===== src/rtl/svs_pkg.sv =====
// ----------------------------------------------------------------------------
// svs_pkg
// Shared widths, codes, scoring constants and pipeline types of the stream
// variant selector.
// ----------------------------------------------------------------------------
package svs_pkg;

  // field widths
  localparam int IDX_W    = 4;
  localparam int CODEC_W  = 3;
  localparam int HEIGHT_W = 16;
  localparam int BW_W     = 31;
  localparam int FPS_W    = 10;
  localparam int SCORE_W  = 25;
  localparam int MODE_W   = 2;
  localparam int CFG_IDX_W = 2;

  // codec codes
  localparam logic [CODEC_W-1:0] CODEC_H264 = 3'd0;
  localparam logic [CODEC_W-1:0] CODEC_HEVC = 3'd1;
  localparam logic [CODEC_W-1:0] CODEC_VP9  = 3'd2;
  localparam logic [CODEC_W-1:0] CODEC_AV1  = 3'd3;

  // selection modes
  localparam logic [MODE_W-1:0] MODE_SCORE  = 2'd0;
  localparam logic [MODE_W-1:0] MODE_START  = 2'd1;
  localparam logic [MODE_W-1:0] MODE_FMP4   = 2'd2;
  localparam logic [MODE_W-1:0] MODE_UNUSED = 2'd3;

  // configuration register indexes
  localparam logic [CFG_IDX_W-1:0] CFG_SELECT_MODE   = 2'd0;
  localparam logic [CFG_IDX_W-1:0] CFG_BANDWIDTH_CAP = 2'd1;
  localparam logic [CFG_IDX_W-1:0] CFG_HEIGHT_LIMIT  = 2'd2;

  localparam logic [HEIGHT_W-1:0] HEIGHT_LIMIT_RESET = 16'd720;

  // score terms
  localparam logic [SCORE_W-1:0] PEN_HEVC       = 25'd700000;
  localparam logic [SCORE_W-1:0] PEN_VP9        = 25'd800000;
  localparam logic [SCORE_W-1:0] PEN_AV1        = 25'd1000000;
  localparam logic [SCORE_W-1:0] PEN_OTHER      = 25'd250000;
  localparam logic [SCORE_W-1:0] PEN_TALL       = 25'd3000000;
  localparam logic [SCORE_W-1:0] PEN_NO_HEIGHT  = 25'd20000;
  localparam logic [SCORE_W-1:0] PEN_HIGH_FPS   = 25'd25000;
  localparam logic [HEIGHT_W-1:0] HEIGHT_HD     = 16'd1080;
  localparam logic [FPS_W-1:0]   FPS_NORMAL     = 10'd30;
  localparam logic [BW_W-1:0]    BW_EXCESS_BASE = 31'd12000000;
  localparam logic [BW_W-1:0]    BW_FLOOR_BASE  = 31'd10000000;
  localparam logic [BW_W-1:0]    BW_START_MAX   = 31'd2500000;
  localparam logic [BW_W-1:0]    BW_FMP4_HIGH   = 31'd10000000;
  localparam logic [BW_W-1:0]    BW_FMP4_LOW    = 31'd4000000;

  // reciprocal multipliers: x / 100 for x < 2^31, y / 100000 for y < 2^24
  localparam int FLOOR_W = 24;
  localparam logic [31:0] RECIP_100     = 32'd2748779070;
  localparam int          RECIP_100_SH  = 38;
  localparam logic [24:0] RECIP_100K    = 25'd21990233;
  localparam int          RECIP_100K_SH = 41;

  // scored item travelling from the scoring stage to the tracker
  typedef struct packed {
    logic [SCORE_W-1:0]  score;
    logic [HEIGHT_W-1:0] height;
    logic [BW_W-1:0]     bandwidth;
    logic                score_ok;
    logic                h264_low;
    logic                h264_rate;
    logic                tall_ok;
    logic [MODE_W-1:0]   mode;
    logic                last;
  } svs_item_t;

  // selection result
  typedef struct packed {
    logic [IDX_W-1:0] idx;
    logic             found;
  } svs_result_t;

endpackage


===== src/rtl/svs_score.sv =====
// ----------------------------------------------------------------------------
// svs_score
// Penalty score and qualification flags of one variant descriptor.
// ----------------------------------------------------------------------------
module svs_score (
  input  logic [svs_pkg::CODEC_W-1:0]  codec,
  input  logic [svs_pkg::HEIGHT_W-1:0] height,
  input  logic [svs_pkg::BW_W-1:0]     bandwidth,
  input  logic [svs_pkg::FPS_W-1:0]    frame_rate,
  input  logic                         last_variant,
  input  logic [svs_pkg::MODE_W-1:0]   mode,
  input  logic [svs_pkg::BW_W-1:0]     bandwidth_cap,
  input  logic [svs_pkg::HEIGHT_W-1:0] height_limit,
  output svs_pkg::svs_item_t           item
);
  import svs_pkg::*;

  logic [SCORE_W-1:0]  codec_term;
  logic [SCORE_W-1:0]  height_term;
  logic [SCORE_W-1:0]  excess_term;
  logic [SCORE_W-1:0]  fps_term;
  logic [SCORE_W-1:0]  floor_term;
  logic [HEIGHT_W-1:0] height_gap;
  logic [BW_W-1:0]     excess;
  logic [62:0]         excess_prod;
  logic [FLOOR_W-1:0]  floor_bw;
  logic [FLOOR_W-1:0]  floor_gap;
  logic [48:0]         floor_prod;
  logic [BW_W-1:0]     fmp4_cap;
  logic                is_h264;
  logic                capped;

  // codec penalty
  always_comb begin
    unique case (codec)
      CODEC_H264: codec_term = '0;
      CODEC_HEVC: codec_term = PEN_HEVC;
      CODEC_VP9:  codec_term = PEN_VP9;
      CODEC_AV1:  codec_term = PEN_AV1;
      default:    codec_term = PEN_OTHER;
    endcase
  end

  // height penalty, quarter of the gap below 1080 lines
  assign height_gap = HEIGHT_HD - height;
  always_comb begin
    if (height > HEIGHT_HD) begin
      height_term = PEN_TALL;
    end else if (height == '0) begin
      height_term = PEN_NO_HEIGHT;
    end else begin
      height_term = SCORE_W'(height_gap[HEIGHT_W-1:2]);
    end
  end

  // excess bandwidth above 12 Mbit/s, divided by 100
  assign excess      = bandwidth - BW_EXCESS_BASE;
  assign excess_prod = 63'(excess) * 63'(RECIP_100);
  assign excess_term = (bandwidth > BW_EXCESS_BASE) ?
                       excess_prod[62:RECIP_100_SH] : '0;

  // high frame rate penalty
  assign fps_term = (frame_rate > FPS_NORMAL) ? PEN_HIGH_FPS : '0;

  // low bandwidth penalty, gap below 10 Mbit/s divided by 100000
  assign floor_bw   = (bandwidth < BW_FLOOR_BASE) ? bandwidth[FLOOR_W-1:0] :
                      BW_FLOOR_BASE[FLOOR_W-1:0];
  assign floor_gap  = BW_FLOOR_BASE[FLOOR_W-1:0] - floor_bw;
  assign floor_prod = 49'(floor_gap) * 49'(RECIP_100K);
  assign floor_term = SCORE_W'(floor_prod[48:RECIP_100K_SH]);

  // qualification flags
  assign is_h264  = (codec == CODEC_H264);
  assign capped   = (mode == MODE_SCORE) && (bandwidth_cap != '0) &&
                    (bandwidth >= bandwidth_cap);
  assign fmp4_cap = (height_limit > HEIGHT_LIMIT_RESET) ? BW_FMP4_HIGH : BW_FMP4_LOW;

  always_comb begin
    item.score     = codec_term + height_term + excess_term + fps_term + floor_term;
    item.height    = height;
    item.bandwidth = bandwidth;
    item.score_ok  = !capped;
    item.h264_low  = is_h264 && (height <= HEIGHT_HD);
    item.h264_rate = is_h264 && (height <= HEIGHT_HD) && (bandwidth != '0) &&
                     (bandwidth <= BW_START_MAX);
    item.tall_ok   = is_h264 && (height != '0) && (height <= height_limit) &&
                     (bandwidth != '0) && (bandwidth <= fmp4_cap);
    item.mode      = mode;
    item.last      = last_variant;
  end

endmodule


===== src/rtl/svs_track.sv =====
// ----------------------------------------------------------------------------
// svs_track
// Running bests over one variant list and the final choice at its last item.
// ----------------------------------------------------------------------------
module svs_track #(
  parameter int MAX_VARIANTS = 16
) (
  input  logic                clk,
  input  logic                rst_n,
  input  logic                go,
  input  svs_pkg::svs_item_t  item,
  output svs_pkg::svs_result_t res
);
  import svs_pkg::*;

  localparam int CNT_W = $clog2(MAX_VARIANTS + 1);

  logic [CNT_W-1:0]       cnt_r, cnt_nxt;
  logic [IDX_W-1:0]       score_idx_r, score_idx_nxt;
  logic [SCORE_W-1:0]     score_val_r, score_val_nxt;
  logic                   score_vld_r, score_vld_nxt;
  logic [IDX_W-1:0]       low_idx_r, low_idx_nxt;
  logic [BW_W-1:0]        low_bw_r, low_bw_nxt;
  logic                   low_vld_r, low_vld_nxt;
  logic [IDX_W-1:0]       h264_idx_r, h264_idx_nxt;
  logic [BW_W-1:0]        h264_bw_r, h264_bw_nxt;
  logic                   h264_vld_r, h264_vld_nxt;
  logic [IDX_W-1:0]       tall_idx_r, tall_idx_nxt;
  logic [HEIGHT_W-1:0]    tall_h_r, tall_h_nxt;
  logic [BW_W-1:0]        tall_bw_r, tall_bw_nxt;
  logic                   tall_vld_r, tall_vld_nxt;
  logic [CNT_W+IDX_W-1:0] cnt_ext;
  logic [IDX_W-1:0]       idx;
  logic                   room;

  assign room    = (cnt_r < CNT_W'(MAX_VARIANTS));
  assign cnt_ext = {{IDX_W{1'b0}}, cnt_r};
  assign idx     = cnt_ext[IDX_W-1:0];

  // update the running bests with the current item
  always_comb begin
    cnt_nxt       = cnt_r;
    score_idx_nxt = score_idx_r;
    score_val_nxt = score_val_r;
    score_vld_nxt = score_vld_r;
    low_idx_nxt   = low_idx_r;
    low_bw_nxt    = low_bw_r;
    low_vld_nxt   = low_vld_r;
    h264_idx_nxt  = h264_idx_r;
    h264_bw_nxt   = h264_bw_r;
    h264_vld_nxt  = h264_vld_r;
    tall_idx_nxt  = tall_idx_r;
    tall_h_nxt    = tall_h_r;
    tall_bw_nxt   = tall_bw_r;
    tall_vld_nxt  = tall_vld_r;
    if (go && room) begin
      cnt_nxt = cnt_r + 1'b1;
      if (item.score_ok && (!score_vld_r || (item.score < score_val_r))) begin
        score_idx_nxt = idx;
        score_val_nxt = item.score;
        score_vld_nxt = 1'b1;
      end
      if (item.h264_rate && (!h264_vld_r || (item.bandwidth > h264_bw_r))) begin
        h264_idx_nxt = idx;
        h264_bw_nxt  = item.bandwidth;
        h264_vld_nxt = 1'b1;
      end
      if (item.h264_low && (!low_vld_r ||
          ((item.bandwidth != '0) && (item.bandwidth < low_bw_r)))) begin
        low_idx_nxt = idx;
        low_bw_nxt  = item.bandwidth;
        low_vld_nxt = 1'b1;
      end
      if (item.tall_ok && (!tall_vld_r || (item.height > tall_h_r) ||
          ((item.height == tall_h_r) && (item.bandwidth > tall_bw_r)))) begin
        tall_idx_nxt = idx;
        tall_h_nxt   = item.height;
        tall_bw_nxt  = item.bandwidth;
        tall_vld_nxt = 1'b1;
      end
    end
  end

  // final choice from the updated bests
  always_comb begin
    res = '0;
    unique case (item.mode)
      MODE_START: begin
        res.found = 1'b1;
        if (h264_vld_nxt) begin
          res.idx = h264_idx_nxt;
        end else if (low_vld_nxt) begin
          res.idx = low_idx_nxt;
        end else if (score_vld_nxt) begin
          res.idx = score_idx_nxt;
        end
      end
      MODE_FMP4: begin
        res.found = tall_vld_nxt;
        res.idx   = tall_vld_nxt ? tall_idx_nxt : '0;
      end
      default: begin
        res.found = score_vld_nxt;
        res.idx   = score_vld_nxt ? score_idx_nxt : '0;
      end
    endcase
  end

  // state registers, cleared after the last item of a list
  always_ff @(posedge clk) begin
    if (!rst_n || (go && item.last)) begin
      cnt_r       <= '0;
      score_idx_r <= '0;
      score_val_r <= '1;
      score_vld_r <= 1'b0;
      low_idx_r   <= '0;
      low_bw_r    <= '0;
      low_vld_r   <= 1'b0;
      h264_idx_r  <= '0;
      h264_bw_r   <= '0;
      h264_vld_r  <= 1'b0;
      tall_idx_r  <= '0;
      tall_h_r    <= '0;
      tall_bw_r   <= '0;
      tall_vld_r  <= 1'b0;
    end else begin
      cnt_r       <= cnt_nxt;
      score_idx_r <= score_idx_nxt;
      score_val_r <= score_val_nxt;
      score_vld_r <= score_vld_nxt;
      low_idx_r   <= low_idx_nxt;
      low_bw_r    <= low_bw_nxt;
      low_vld_r   <= low_vld_nxt;
      h264_idx_r  <= h264_idx_nxt;
      h264_bw_r   <= h264_bw_nxt;
      h264_vld_r  <= h264_vld_nxt;
      tall_idx_r  <= tall_idx_nxt;
      tall_h_r    <= tall_h_nxt;
      tall_bw_r   <= tall_bw_nxt;
      tall_vld_r  <= tall_vld_nxt;
    end
  end

endmodule


===== src/rtl/stream_variant_selector_top.sv =====
// ----------------------------------------------------------------------------
// stream_variant_selector_top
// Picks one variant out of a list of stream variant descriptors.
// ----------------------------------------------------------------------------
// Usage: variant descriptors enter on the in_ stream, one per transaction,
// in arrival order; in_tlast marks the final variant of a list. For each
// list one result leaves on the out_ stream: the chosen arrival index in
// out_tdata and the found flag in out_tuser. Items without in_tlast give no
// result. The cfg_ channel writes select_mode (0), bandwidth_cap (1) and
// height_limit (2); the user must do so only while the block is idle (not
// enforced by the block); cfg_ready is always high. Throughput: one item
// per cycle unless a last item waits on a full result register. Path: input
// register, scoring stage (two reciprocal multipliers and a five term sum),
// scored item register, tracker compare, result register (three register
// stages in all); out_tvalid comes from the result register. Reset: all
// list state clears, select_mode and bandwidth_cap return to 0 and
// height_limit to 720. Only the first MAX_VARIANTS items of a list enter
// the running bests; later ones still end the list when marked last.
// Stall: a result waits in the output register; items keep flowing until a
// further last item reaches the tracker, then in_tready drops.
// ----------------------------------------------------------------------------
module stream_variant_selector_top #(
  parameter int MAX_VARIANTS = 16
) (
  input  logic                             clk,
  input  logic                             rst_n,
  // codec [2:0], height [18:3], bandwidth [49:19], frame_rate [59:50]
  input  logic [63:0]                      in_tdata,
  input  logic                             in_tlast,
  input  logic                             in_tvalid,
  output logic                             in_tready,
  // chosen_index [3:0]
  output logic [7:0]                       out_tdata,
  // found [0]
  output logic                             out_tuser,
  output logic                             out_tvalid,
  input  logic                             out_tready,
  input  logic                             cfg_valid,
  output logic                             cfg_ready,
  input  logic [svs_pkg::CFG_IDX_W-1:0]    cfg_index,
  input  logic [svs_pkg::BW_W-1:0]         cfg_data
);
  import svs_pkg::*;

  logic [MODE_W-1:0]   select_mode_r;
  logic [BW_W-1:0]     bandwidth_cap_r;
  logic [HEIGHT_W-1:0] height_limit_r;
  logic [MODE_W-1:0]   mode_eff;

  logic                a_valid_r;
  logic [59:0]         a_data_r;
  logic                a_last_r;
  logic                b_valid_r;
  svs_item_t           b_item_r;
  svs_item_t           scored;
  logic                out_valid_r;
  svs_result_t         out_res_r;
  svs_result_t         track_res;

  logic                in_accept;
  logic                out_free;
  logic                a_go;
  logic                b_go;

  // configuration registers
  assign cfg_ready = 1'b1;
  always_ff @(posedge clk) begin
    if (!rst_n) begin
      select_mode_r   <= MODE_SCORE;
      bandwidth_cap_r <= '0;
      height_limit_r  <= HEIGHT_LIMIT_RESET;
    end else if (cfg_valid) begin
      unique case (cfg_index)
        CFG_SELECT_MODE:   select_mode_r   <= cfg_data[MODE_W-1:0];
        CFG_BANDWIDTH_CAP: bandwidth_cap_r <= cfg_data;
        CFG_HEIGHT_LIMIT:  height_limit_r  <= cfg_data[HEIGHT_W-1:0];
        default: ;
      endcase
    end
  end

  assign mode_eff = (select_mode_r == MODE_UNUSED) ? MODE_SCORE : select_mode_r;

  // pipeline flow control
  assign out_free  = !out_valid_r || out_tready;
  assign b_go      = b_valid_r && (!b_item_r.last || out_free);
  assign a_go      = a_valid_r && (!b_valid_r || b_go);
  assign in_tready = !a_valid_r || a_go;
  assign in_accept = in_tvalid && in_tready;

  // input register
  always_ff @(posedge clk) begin
    if (!rst_n) begin
      a_valid_r <= 1'b0;
    end else if (in_accept) begin
      a_valid_r <= 1'b1;
    end else if (a_go) begin
      a_valid_r <= 1'b0;
    end
  end

  always_ff @(posedge clk) begin
    if (in_accept) begin
      a_data_r <= in_tdata[59:0];
      a_last_r <= in_tlast;
    end
  end

  // scoring
  svs_score u_score (
    .codec         (a_data_r[2:0]),
    .height        (a_data_r[18:3]),
    .bandwidth     (a_data_r[49:19]),
    .frame_rate    (a_data_r[59:50]),
    .last_variant  (a_last_r),
    .mode          (mode_eff),
    .bandwidth_cap (bandwidth_cap_r),
    .height_limit  (height_limit_r),
    .item          (scored)
  );

  // scored item register
  always_ff @(posedge clk) begin
    if (!rst_n) begin
      b_valid_r <= 1'b0;
    end else if (a_go) begin
      b_valid_r <= 1'b1;
    end else if (b_go) begin
      b_valid_r <= 1'b0;
    end
  end

  always_ff @(posedge clk) begin
    if (a_go) begin
      b_item_r <= scored;
    end
  end

  // running bests
  svs_track #(
    .MAX_VARIANTS (MAX_VARIANTS)
  ) u_track (
    .clk   (clk),
    .rst_n (rst_n),
    .go    (b_go),
    .item  (b_item_r),
    .res   (track_res)
  );

  // result register
  always_ff @(posedge clk) begin
    if (!rst_n) begin
      out_valid_r <= 1'b0;
    end else if (b_go && b_item_r.last) begin
      out_valid_r <= 1'b1;
    end else if (out_tready) begin
      out_valid_r <= 1'b0;
    end
  end

  always_ff @(posedge clk) begin
    if (b_go && b_item_r.last) begin
      out_res_r <= track_res;
    end
  end

  assign out_tvalid = out_valid_r;
  assign out_tdata  = {{(8 - IDX_W){1'b0}}, out_res_r.idx};
  assign out_tuser  = out_res_r.found;

`ifndef SYNTH
  // no variant found means index zero
  a_none_zero: assert property (@(posedge clk) disable iff (!rst_n)
    out_tvalid && !out_tuser |-> out_tdata[IDX_W-1:0] == '0)
    else $error("result without a variant carries a nonzero index");

  // start variant mode always reports a selection
  a_start_found: assert property (@(posedge clk) disable iff (!rst_n)
    b_go && b_item_r.last && (b_item_r.mode == MODE_START) |=> out_tvalid && out_tuser)
    else $error("start variant mode result lost or not found");

  // a last item blocked by a full result register stays put
  a_last_held: assert property (@(posedge clk) disable iff (!rst_n)
    b_valid_r && b_item_r.last && !out_free |=> b_valid_r && b_item_r.last)
    else $error("blocked last item left the tracker stage");

  // an empty input register always takes a transaction
  a_ready_empty: assert property (@(posedge clk) disable iff (!rst_n)
    !a_valid_r |-> in_tready)
    else $error("input stalled with an empty input register");
`endif

endmodule

===== config.mk =====
export PLATFORM = sky130hd
export DESIGN_NAME = stream_variant_selector_top
export DESIGN_NICKNAME = d
export VERILOG_FILES = /design/src/rtl/svs_pkg.sv /design/src/rtl/svs_score.sv /design/src/rtl/svs_track.sv /design/src/rtl/stream_variant_selector_top.sv
export SDC_FILE = /design/constraint.sdc
export NUM_CORES = 2
export LEC_CHECK = 0
export BUFFER_PORTS_ARGS = -buffer_cell sky130_fd_sc_hd__buf_2
export CORE_MARGIN = 1
export CORE_UTILIZATION = 30
export CTS_BUF_LIST = sky130_fd_sc_hd__clkbuf_4
export DETAILED_ROUTE_END_ITERATION = 16
export MAX_ROUTING_LAYER = met4
export SLEW_MARGIN = 10
export SYNTH_ARGS = -nofsm -noshare
export SYNTH_HDL_FRONTEND = slang
export SYNTH_SLANG_ARGS = --single-unit

===== constraint.sdc =====
create_clock -name clk -period 17.25 [get_ports clk]
set_input_delay 0.8625 -clock clk [delete_from_list [all_inputs] [get_ports clk]]
set_output_delay 0.8625 -clock clk [all_outputs]
set_load 0.1 [all_outputs]

==> impl_metrics.env <==
export IMPL_io_pins=115
export IMPL_vias=32685
export IMPL_post_route_drc_count=0
export IMPL_rows=143
export IMPL_wl_per_cell_um=18.2
export IMPL_drtIter0Drc=1986
export IMPL_die_w_um=395
export IMPL_fin_crit_ns=15.23
export IMPL_r2r_start="a_data_r[27]$_DFFE_PP_"
export IMPL_status="completed"
export IMPL_crit_buf_inv=8
export IMPL_htreeDepth=3
export IMPL_hpwl_um=104000
export IMPL_grt_overflow=0
export IMPL_cp_start_kind="flip-flop"
export IMPL_coreArea_um2=153000
export IMPL_clk_pin_slew_ns=0.07
export IMPL_crit_path_top_delay_cell="edfxtp_1"
export IMPL_rr_endpoint="b_item_r[77]$_DFFE_PP_"
export IMPL_antenna_found_initial=7
export IMPL_cts_tree="done"
export IMPL_clk_latency_ns=0.94
export IMPL_multiInputGateArea_um2=33600
export IMPL_hp_class="primary input to flip-flop"
export IMPL_cpPeakStageDelay_ns=0.75
export IMPL_root_buffer="clkbuf_4"
export IMPL_max_freq_mhz=65.7
export IMPL_finalCritPeriodShare_pct=88.3
export IMPL_final_hold_viol_count=0
export IMPL_slew_limit_headroom_pct=20.4
export IMPL_first_global_vias=33957
export IMPL_grt_pass1_wl_um=197000
export IMPL_vias_per_cell=4.74
export IMPL_start_util_pct=30.4
export IMPL_fin_nets=6408
export IMPL_die_h_um=395
export IMPL_synth_area_leader_cell="fa_1"
export IMPL_cp_data_required_time_ns=17.94
export IMPL_r2r_slack_ns=2.02
export IMPL_synth_edf_count=145
export IMPL_path_delay_family="adder cells"
export IMPL_wl_um=125000
export IMPL_ys_types=88
export IMPL_cts_made_buffers=94
export IMPL_setup_viol=0
export IMPL_hold_buffers=12
export IMPL_arrival_ns=15.92
export IMPL_seq_area_um2=8580
export IMPL_worst_path_most_repeated_cell="fa_1"
export IMPL_dr_pass1_iters=7
export IMPL_grt_usage_pct=16.8
export IMPL_synthCells=4604
export IMPL_fin_skew_ns=0.101
export IMPL_worst_pin_slew_ns=1.19
export IMPL_seq_area_frac_synth_pct=18.5
export IMPL_path_class="flip-flop to flip-flop"
export IMPL_drive_above_1_share_pct=7.61
export IMPL_cts_resized_gates=0
export IMPL_port_buffers=105
export IMPL_yosys_area_top_type_share_pct=27.0
export IMPL_cp_end_kind="flip-flop"
export IMPL_areaGrowthSynthToFinish_pct=9.82
export IMPL_ys_flop_type="dfxtp_1"
export IMPL_final_max_slew_violation_count=0
export IMPL_grt_max_degree=99
export IMPL_layout_common_cells="1,026 x inv_1, 896 x ha_1, 625 x fa_1, 271 x nor2_1, 219 x nand2_1"
export IMPL_avgSynthCellArea_um2=10.1
export IMPL_crit_fanout=18
export IMPL_yosys_warnings=0
export IMPL_cts_sinks=356
export IMPL_finalSetupTns_ns=0
export IMPL_synthArstFlopShare_pct=0
export IMPL_synthesis_area_um2=46300
export IMPL_die_area_um2=156000
export IMPL_final_common_cell="inv_1"
export IMPL_worstHoldStart="in_tdata[14]"
export IMPL_nFillCells=15668
export IMPL_ys_top_cells_by_area="fa_1 27%, ha_1 24%, edfxtp_1 9.4%"
export IMPL_drv_cap=0
export IMPL_ant_nets=0
export IMPL_clockBufferDepth=3
export IMPL_whs_path_depth=1
export IMPL_synth_seq_cells=356
export IMPL_min_to="a_data_r[14]$_DFFE_PP_"
export IMPL_cts_setup_buffers=0
export IMPL_place_congestion=0.949
export IMPL_rsz0062_at_grt="no"
export IMPL_reg2reg_depth=51
## synth_stat cells, types with 4 or more instances
master	instances
a31oi_1	12
and2_1	17
o21bai_1	7
a221oi_1	8
mux2i_1	119
and3_1	24
a211oi_1	24
a21o_1	93
dfxtp_1	211
a21boi_0	46
or3_1	6
fa_1	625
edfxtp_1	145
o21ai_0	107
nor2_1	272
nand4_1	59
and4_1	12
nor2b_1	40
o211ai_1	51
clkbuf_1	57
nor3_1	44
nand3_1	34
buf_1	14
xor2_1	29
buf_4	6
nand2b_1	25
xnor2_1	68
or2_2	14
nor4_1	25
a21oi_1	143
a22oi_1	4
a31o_2	7
inv_1	1026
ha_1	896
a2111oi_0	4
o31ai_1	6
a311o_1	4
o2111ai_1	5
mux2_2	6
o21a_1	17
buf_2	5
a41oi_1	4
nand2_1	219
## per-stage QoR
step / setup slack, ns / std cells / util [%] / area, µm² / hold WS, ns
floorplan: 4.20 / 4609 / - / 46400 / 0.400
global placement: 2.33 / 6705 / 32.4 / 49500 / 0.451
detailed placement: 2.23 / 6705 / 32.4 / 49500 / 0.446
CTS: 2.25 / 6888 / 33.3 / 50800 / 0.000239
global route: 1.42 / 6895 / 33.3 / 50900 / 0.0385
finish: 2.02 / 6895 / 33.3 / 50900 / 0.119
## logic make-up after synthesis
logic type	after synthesis	synth area share, %
compound gates	575	8.21
xor+xnor	97	1.83
fa+ha+maj	1521	51.2
buf+inv	1114	9.15
flops	356	18.5
mux	125	2.72
other cells	2	0.0162
simple gates	814	8.38
## area by class of cell
class	count	share of cell area (%)
inverter	1026	7.57
timing repair buffer	167	2.05
sequential	356	16.9
multi-input combinational	3139	66.0
tap	2030	4.99
clock inverter	24	0.305
clock buffer	147	2.17
antenna	6	0.0295
## worst register-to-register path: cells and delay by family, from the launching register on
kind / cells / cell delay (ns)
AO/OA/AOI/OAI: 20 / 5.08
adder cells (fa/ha/maj): 14 / 6.35
flip-flops: 1 / 0.75
XOR/XNOR: 1 / 0.08
buffers and inverters: 8 / 1.23
AND/OR/NAND/NOR: 8 / 1.60
## metal layers
metal / vias to the layer above / GRT usage, % / wire (µm)
li1: 15517 / - / -
met1: 16228 / 22.5 / 57300
met2: 806 / 26.6 / 58100
met3: 134 / 2.62 / 7580
met4: 0 / 3.62 / 2300
met5: - / - / 0
## flip-flops by register name, summed over array words and instances (netlist names), 2 cells and up
| name | cells |
|---|---|
| u_track.low_bw_r | 31 |
| u_track.h264_bw_r | 31 |
| u_track.tall_h_r | 16 |
| out_tdata | 4 |
| select_mode_r | 2 |
| bandwidth_cap_r | 31 |
| u_track.score_idx_r | 4 |
| height_limit_r | 16 |
| u_track.score_val_r | 25 |
| u_track.low_idx_r | 4 |
| b_item_r | 79 |
| u_track.h264_idx_r | 4 |
| u_track.cnt_r | 5 |
| u_track.tall_idx_r | 4 |
| a_data_r | 60 |
| u_track.tall_bw_r | 31 |
## worst max path at each step
| stage | from | endpoint | slack (ns) | cells after the start |
|---|---|---|---|---|
| finish | a_data_r[27]$_DFFE_PP_ | b_item_r[77]$_DFFE_PP_ | 2.02 | 51 |
| global route | a_data_r[27]$_DFFE_PP_ | b_item_r[73]$_DFFE_PP_ | 1.42 | 51 |
| CTS | a_data_r[27]$_DFFE_PP_ | b_item_r[77]$_DFFE_PP_ | 2.25 | 51 |
| detailed placement | a_data_r[27]$_DFFE_PP_ | b_item_r[77]$_DFFE_PP_ | 2.23 | 51 |
| global placement | a_data_r[27]$_DFFE_PP_ | b_item_r[73]$_DFFE_PP_ | 2.33 | 51 |
| floorplan | a_data_r[27]$_DFFE_PP_ | b_item_r[78]$_DFFE_PP_ | 4.20 | 50 |
Power is not shown: default switching activity piles up to over one toggle a cycle in this logic, so the estimate is an artifact.
